==> config.mk <==
export PLATFORM = sky130hd
export DESIGN_NAME = lifo_ctrl
export DESIGN_NICKNAME = d
export VERILOG_FILES = /design/src/hw/rtl/lifo_pkg.sv /design/src/hw/rtl/lifo_ctrl.sv
export SDC_FILE = /design/constraint.sdc
export NUM_CORES = 1
export LEC_CHECK = 0
export ABC_AREA = 0
export BUFFER_PORTS_ARGS = -buffer_cell sky130_fd_sc_hd__buf_2
export CORE_AREA = 8 8 45 47
export DETAILED_ROUTE_END_ITERATION = 10
export DIE_AREA = 0 0 53 55
export GPL_ROUTABILITY_DRIVEN = 0
export PLACE_DENSITY = 0.4
export SLEW_MARGIN = 20
export SYNTH_ARGS = -nofsm -noshare
export SYNTH_HDL_FRONTEND = slang
export SYNTH_SLANG_ARGS = --single-unit
export TNS_END_PERCENT = 5
==> constraint.sdc <==
create_clock -name clk -period 2.36 [get_ports clk]
set_input_delay 0.118 -clock clk [delete_from_list [all_inputs] [get_ports clk]]
set_output_delay 0.118 -clock clk [all_outputs]
set_load 0.005 [all_outputs]
==> src/hw/rtl/lifo_pkg.sv <==
// ============================================================================
// lifo_pkg: shared types and constants of the bounded stack unit
// Operation codes, status codes, field widths and the command and status
// structs that join the controller to the datapath.
// ============================================================================
package lifo_pkg;

    // Fixed widths of the request and response fields.
    localparam int OP_BITS    = 2;
    localparam int PUSH_BITS  = 32;
    localparam int VALUE_BITS = 31;
    localparam int DEPTH_BITS = 9;
    localparam int COUNT_BITS = 31;
    localparam int CAP_BITS   = 9;

    // Capacity register value after reset.
    localparam logic [CAP_BITS-1:0] CAP_RESET = 9'd256;

    // Operation codes carried in the request.
    localparam logic [OP_BITS-1:0] OP_PUSH = 2'd0;
    localparam logic [OP_BITS-1:0] OP_POP  = 2'd1;
    localparam logic [OP_BITS-1:0] OP_PEEK = 2'd2;
    localparam logic [OP_BITS-1:0] OP_NONE = 2'd3;

    // Status codes returned in every response.
    typedef enum logic [1:0] {
        ST_OK    = 2'd0,
        ST_NEG   = 2'd1,
        ST_FULL  = 2'd2,
        ST_EMPTY = 2'd3
    } status_t;

    // Controller states.
    typedef enum logic {
        S_IDLE = 1'b0,
        S_READ = 1'b1
    } state_t;

    // Commands from the controller to the datapath.
    typedef struct packed {
        logic    push;      // write the entry and raise the pointer
        logic    pop;       // lower the pointer
        logic    read;      // read the top entry from the store
        logic    load;      // load the response register
        logic    from_mem;  // response value comes from the store
        status_t status;    // status code for the response
    } dp_cmd_t;

    // Status from the datapath to the controller.
    typedef struct packed {
        logic empty;
        logic full;
    } dp_stat_t;

endpackage

==> src/hw/rtl/lifo_ctrl.sv <==
// ============================================================================
// lifo_ctrl: controller of the bounded stack unit
// Decodes each request, checks it against the stack status and sequences
// the store read for pops and peeks. Owns the response valid flag.
// ============================================================================
module lifo_ctrl (
    input  logic                          clk,
    input  logic                          rst_n,
    input  logic                          req_valid,
    input  logic [lifo_pkg::OP_BITS-1:0]  req_op,
    input  logic                          req_neg,
    output logic                          req_ready,
    input  logic                          rsp_ready,
    output logic                          rsp_valid,
    input  lifo_pkg::dp_stat_t            stat,
    output lifo_pkg::dp_cmd_t             cmd
);

    lifo_pkg::state_t state_reg;
    lifo_pkg::state_t state_next;
    logic             rsp_valid_reg;
    logic             rsp_valid_next;

    // State and response valid registers.
    always_ff @(posedge clk or negedge rst_n)
    begin
        if (!rst_n)
        begin
            state_reg     <= lifo_pkg::S_IDLE;
            rsp_valid_reg <= 1'b0;
        end
        else
        begin
            state_reg     <= state_next;
            rsp_valid_reg <= rsp_valid_next;
        end
    end

    // Next state, handshake and datapath commands.
    always_comb
    begin
        state_next     = state_reg;
        cmd            = '0;
        req_ready      = 1'b0;
        rsp_valid_next = rsp_valid_reg && !rsp_ready;

        unique case (state_reg)
            lifo_pkg::S_IDLE:
            begin
                // A new request is taken when the response register is free
                // or is being emptied in this cycle.
                req_ready = !rsp_valid_reg || rsp_ready;
                if (req_valid && req_ready)
                begin
                    unique case (req_op)
                        lifo_pkg::OP_PUSH:
                        begin
                            cmd.load       = 1'b1;
                            rsp_valid_next = 1'b1;
                            priority if (req_neg)
                            begin
                                cmd.status = lifo_pkg::ST_NEG;
                            end
                            else if (stat.full)
                            begin
                                cmd.status = lifo_pkg::ST_FULL;
                            end
                            else
                            begin
                                cmd.push   = 1'b1;
                                cmd.status = lifo_pkg::ST_OK;
                            end
                        end
                        lifo_pkg::OP_POP, lifo_pkg::OP_PEEK:
                        begin
                            if (stat.empty)
                            begin
                                cmd.load       = 1'b1;
                                cmd.status     = lifo_pkg::ST_EMPTY;
                                rsp_valid_next = 1'b1;
                            end
                            else
                            begin
                                // Fetch the top entry; the response follows
                                // once the read data is back.
                                cmd.read   = 1'b1;
                                cmd.pop    = (req_op == lifo_pkg::OP_POP);
                                state_next = lifo_pkg::S_READ;
                            end
                        end
                        lifo_pkg::OP_NONE:
                        begin
                            // Unused code: no change, plain response.
                            cmd.load       = 1'b1;
                            cmd.status     = lifo_pkg::ST_OK;
                            rsp_valid_next = 1'b1;
                        end
                        default:
                        begin
                            cmd.load       = 1'b1;
                            cmd.status     = lifo_pkg::ST_OK;
                            rsp_valid_next = 1'b1;
                        end
                    endcase
                end
            end
            lifo_pkg::S_READ:
            begin
                // The response register is empty here, so load it directly.
                cmd.load       = 1'b1;
                cmd.from_mem   = 1'b1;
                cmd.status     = lifo_pkg::ST_OK;
                rsp_valid_next = 1'b1;
                state_next     = lifo_pkg::S_IDLE;
            end
            default:
            begin
                state_next = lifo_pkg::S_IDLE;
            end
        endcase
    end

    assign rsp_valid = rsp_valid_reg;

endmodule

==> reports/qor.yml <==
placement:
  io_buffers: 17
  placedCellCount: 56
  dp_slack_ns: 1.07
  dpl.hpwl_um: 591
power_and_ir_drop:
  internal-power_uw: 118
  ir_drop_mv: 0.0809
  p_switching_uw: 46.0
  p_leak_uw: 0.000181
  swShare_pct: 28.1
  pwr-share-comb_pct: 28.9
  power.share.sequential_pct: 25.1
  p_total_uw: 164
  pwr-share-clk_pct: 45.9
  power.density_nw_per_um2: 461
finish:
  nets: 57
  n_antenna_cell: 0
  area_growth_syn_to_layout_pct: 50.3
  post-route-util_pct: 25.7
  stdcell_count: 60
  drive_gt1_share_pct: 54.5
worst_hold_path:
  whs_endpoint: "rsp_valid"
  min_from: "req_valid"
  hold_depth: 2
  min_path_type: "in2reg"
die:
  row_count: 14
  core_um2: 1380
  fp.dieH_um: 55
  pin_count: 18
  initial_core_util_pct: 17.1
  die_x_um: 53
  die-area_um2: 2920
sta:
  fin_worst_skew_ns: 0.00314
  layout_min_cycle_time_ns: 1.41
  finalHoldViolCount: 0
  worst_slew_pin_slew_ns: 0.361
  setup_viol: 0
  grt_setup_unrepaired: "false"
  slew_violations: 0
  fmax_ghz: 0.712
  final.setup.tns_ns: 0
  fin_ws_ns: 0.955
  fin_crit_sh_pct: 59.5
  relSlewSlack_pct: 75.9
route:
  vias: 264
  route.detailed.drc: 0
  drtIter0Drc: 8
  routed_wl_um: 704
  detail-route-antenna-nets: 0
  first_pass_iters: 2
  vias_per_cell: 4.40
  post_drt_wl_per_cell_um: 11.7
synth:
  ys_ff_latch: 2
  ys_types: 16
  synth_cells: 26
  synth_top_area_share_pct: 21.2
  synthTopCellsByArea: "dfrtp_1, a2111oi_2, ha_1, nand2b_1, buf_4"
  syn-mean-instance-area_um2: 9.10
  synth_top_area_cell: "dfrtp_1"
  synth_nets: 37
  synth_area_um2: 236
  ys_seq_area_share_pct: 21.2
  synth_warnings: 0
clock_network:
  clockBufferDepth: 2
  htreeDepth: 1
  post_cts_buffers: 0
  cts_sinks: 2
  clock_tree.root_cell: "clkbuf_4"
  cts_buffers: 3
  cts_tree: "yes"
  clk_pin_slew_ns: 0.03
  clk_latency_ns: 0.22
critical_path:
  arrival_ns: 1.29
  cp-start-kind: "flip-flop"
  r2r-start: "rsp_valid"
  rrSetupSlack_ns: 1.36
  crit-reg2reg-capture: "state_reg"
  r2r_cells: 2
  critical_path_class: "reg2out"
  cp-end-kind: "output port"
  critPathMaxFanout: 7
  required_ns: 2.24
grt:
  grt_pass1_wl_mm: 1.19
  grt_max_degree: 10
  grt_overflow: 0
  antenna_found_initial: 0
  grt_pass1_vias: 305
  track_usage_pct: 5.79
run:
  max_cap_viol_count: 0
status:
  status: "completed"
[metal layers]
layer | GRT usage, % | routed length [um] | vias to the layer above
met5 | 0 | 0 | -
met4 | 5.17 | 0 | 0
met3 | 4.55 | 141 | 0
met2 | 7.62 | 233 | 18
met1 | 5.78 | 329 | 116
li1 | - | - | 130
[Yosys cell counts]
cell	instances
clkbuf_1	1
buf_4	2
nand2b_1	3
dfrtp_1	2
nor2_1	1
a211o_1	1
a31o_1	1
or3b_1	1
inv_1	3
ha_1	2
a2111oi_2	2
nand2_1	1
nor2b_2	1
nor4_1	2
nand3b_1	2
nor4_2	1
[per-stage QoR]
step	cell area, um2	hold WS [ns]
finish	355	0.147
global route	355	0.153
CTS	355	0.141
detailed placement	323	-0.0915
global placement	323	-0.0946
floorplan	236	-0.178
[cell families after synthesis]
| family | Yosys count | share of synthesized area (%) |
|---|---|---|
| AO/OA/AOI/OAI | 4 | 20.1 |
| adder cells (fa/ha/maj) | 2 | 10.6 |
| buffers and inverters | 6 | 12.7 |
| flip-flops | 2 | 21.2 |
| AND/OR/NAND/NOR | 12 | 35.4 |
[placed cells by master, fill, tap and decap left out, types with 2 or more instances in the layout]
cell type   n
inv_1       3
nand3b_1    2
ha_1        2
clkbuf_4    3
buf_2      17
a2111oi_2   2
dfrtp_1     2
nor4_1      2
nand2b_1    3
[layout make-up]
class	count	area, um2
Inverter	3	11.3
Fill cell	156	1030
Timing Repair Buffer	18	95.1
Tap cell	16	20.0
Sequential cell	2	50.0
Clock buffer	3	22.5
Multi-Input combinational cell	18	156
[power by group through the flow]
stage | combinational, uW | clock (uW) | sequential (uW)
finish | 47.5 | 75.3 | 41.2
global route | 53.7 | 83.6 | 41.8
CTS | 48.8 | 80.9 | 41.3
detailed placement | 47.4 | 0 | 41.7
global placement | 47.8 | 0 | 41.7
floorplan | 28.7 | 0 | 39.7
[critical path: stages, from the launching register on]
cell,delay (ns)
dfrtp_1,0.37
nor2b_2,0.21
nor4_1,0.30
buf_2,0.18
[how the worst max path moves through the flow]
stage                   start  cells past startpoint  slack, ns     end
floorplan           state_reg                      3       1.22  cmd[4]
global placement    req_op[0]                      6       1.07  cmd[1]
detailed placement  req_op[0]                      6       1.07  cmd[1]
CTS                 rsp_valid                      3       0.91  cmd[4]
global route        rsp_valid                      3       0.86  cmd[4]
finish              rsp_valid                      3       0.95  cmd[4]
[repair_timing]
| item | in CTS | in global routing |
|---|---|---|
| hold endpoints to repair | 2 | 0 |
| hold buffers | 1 | 0 |
| resized for setup | 0 | 0 |
No activity file was read; power rests on OpenSTA's default activity.
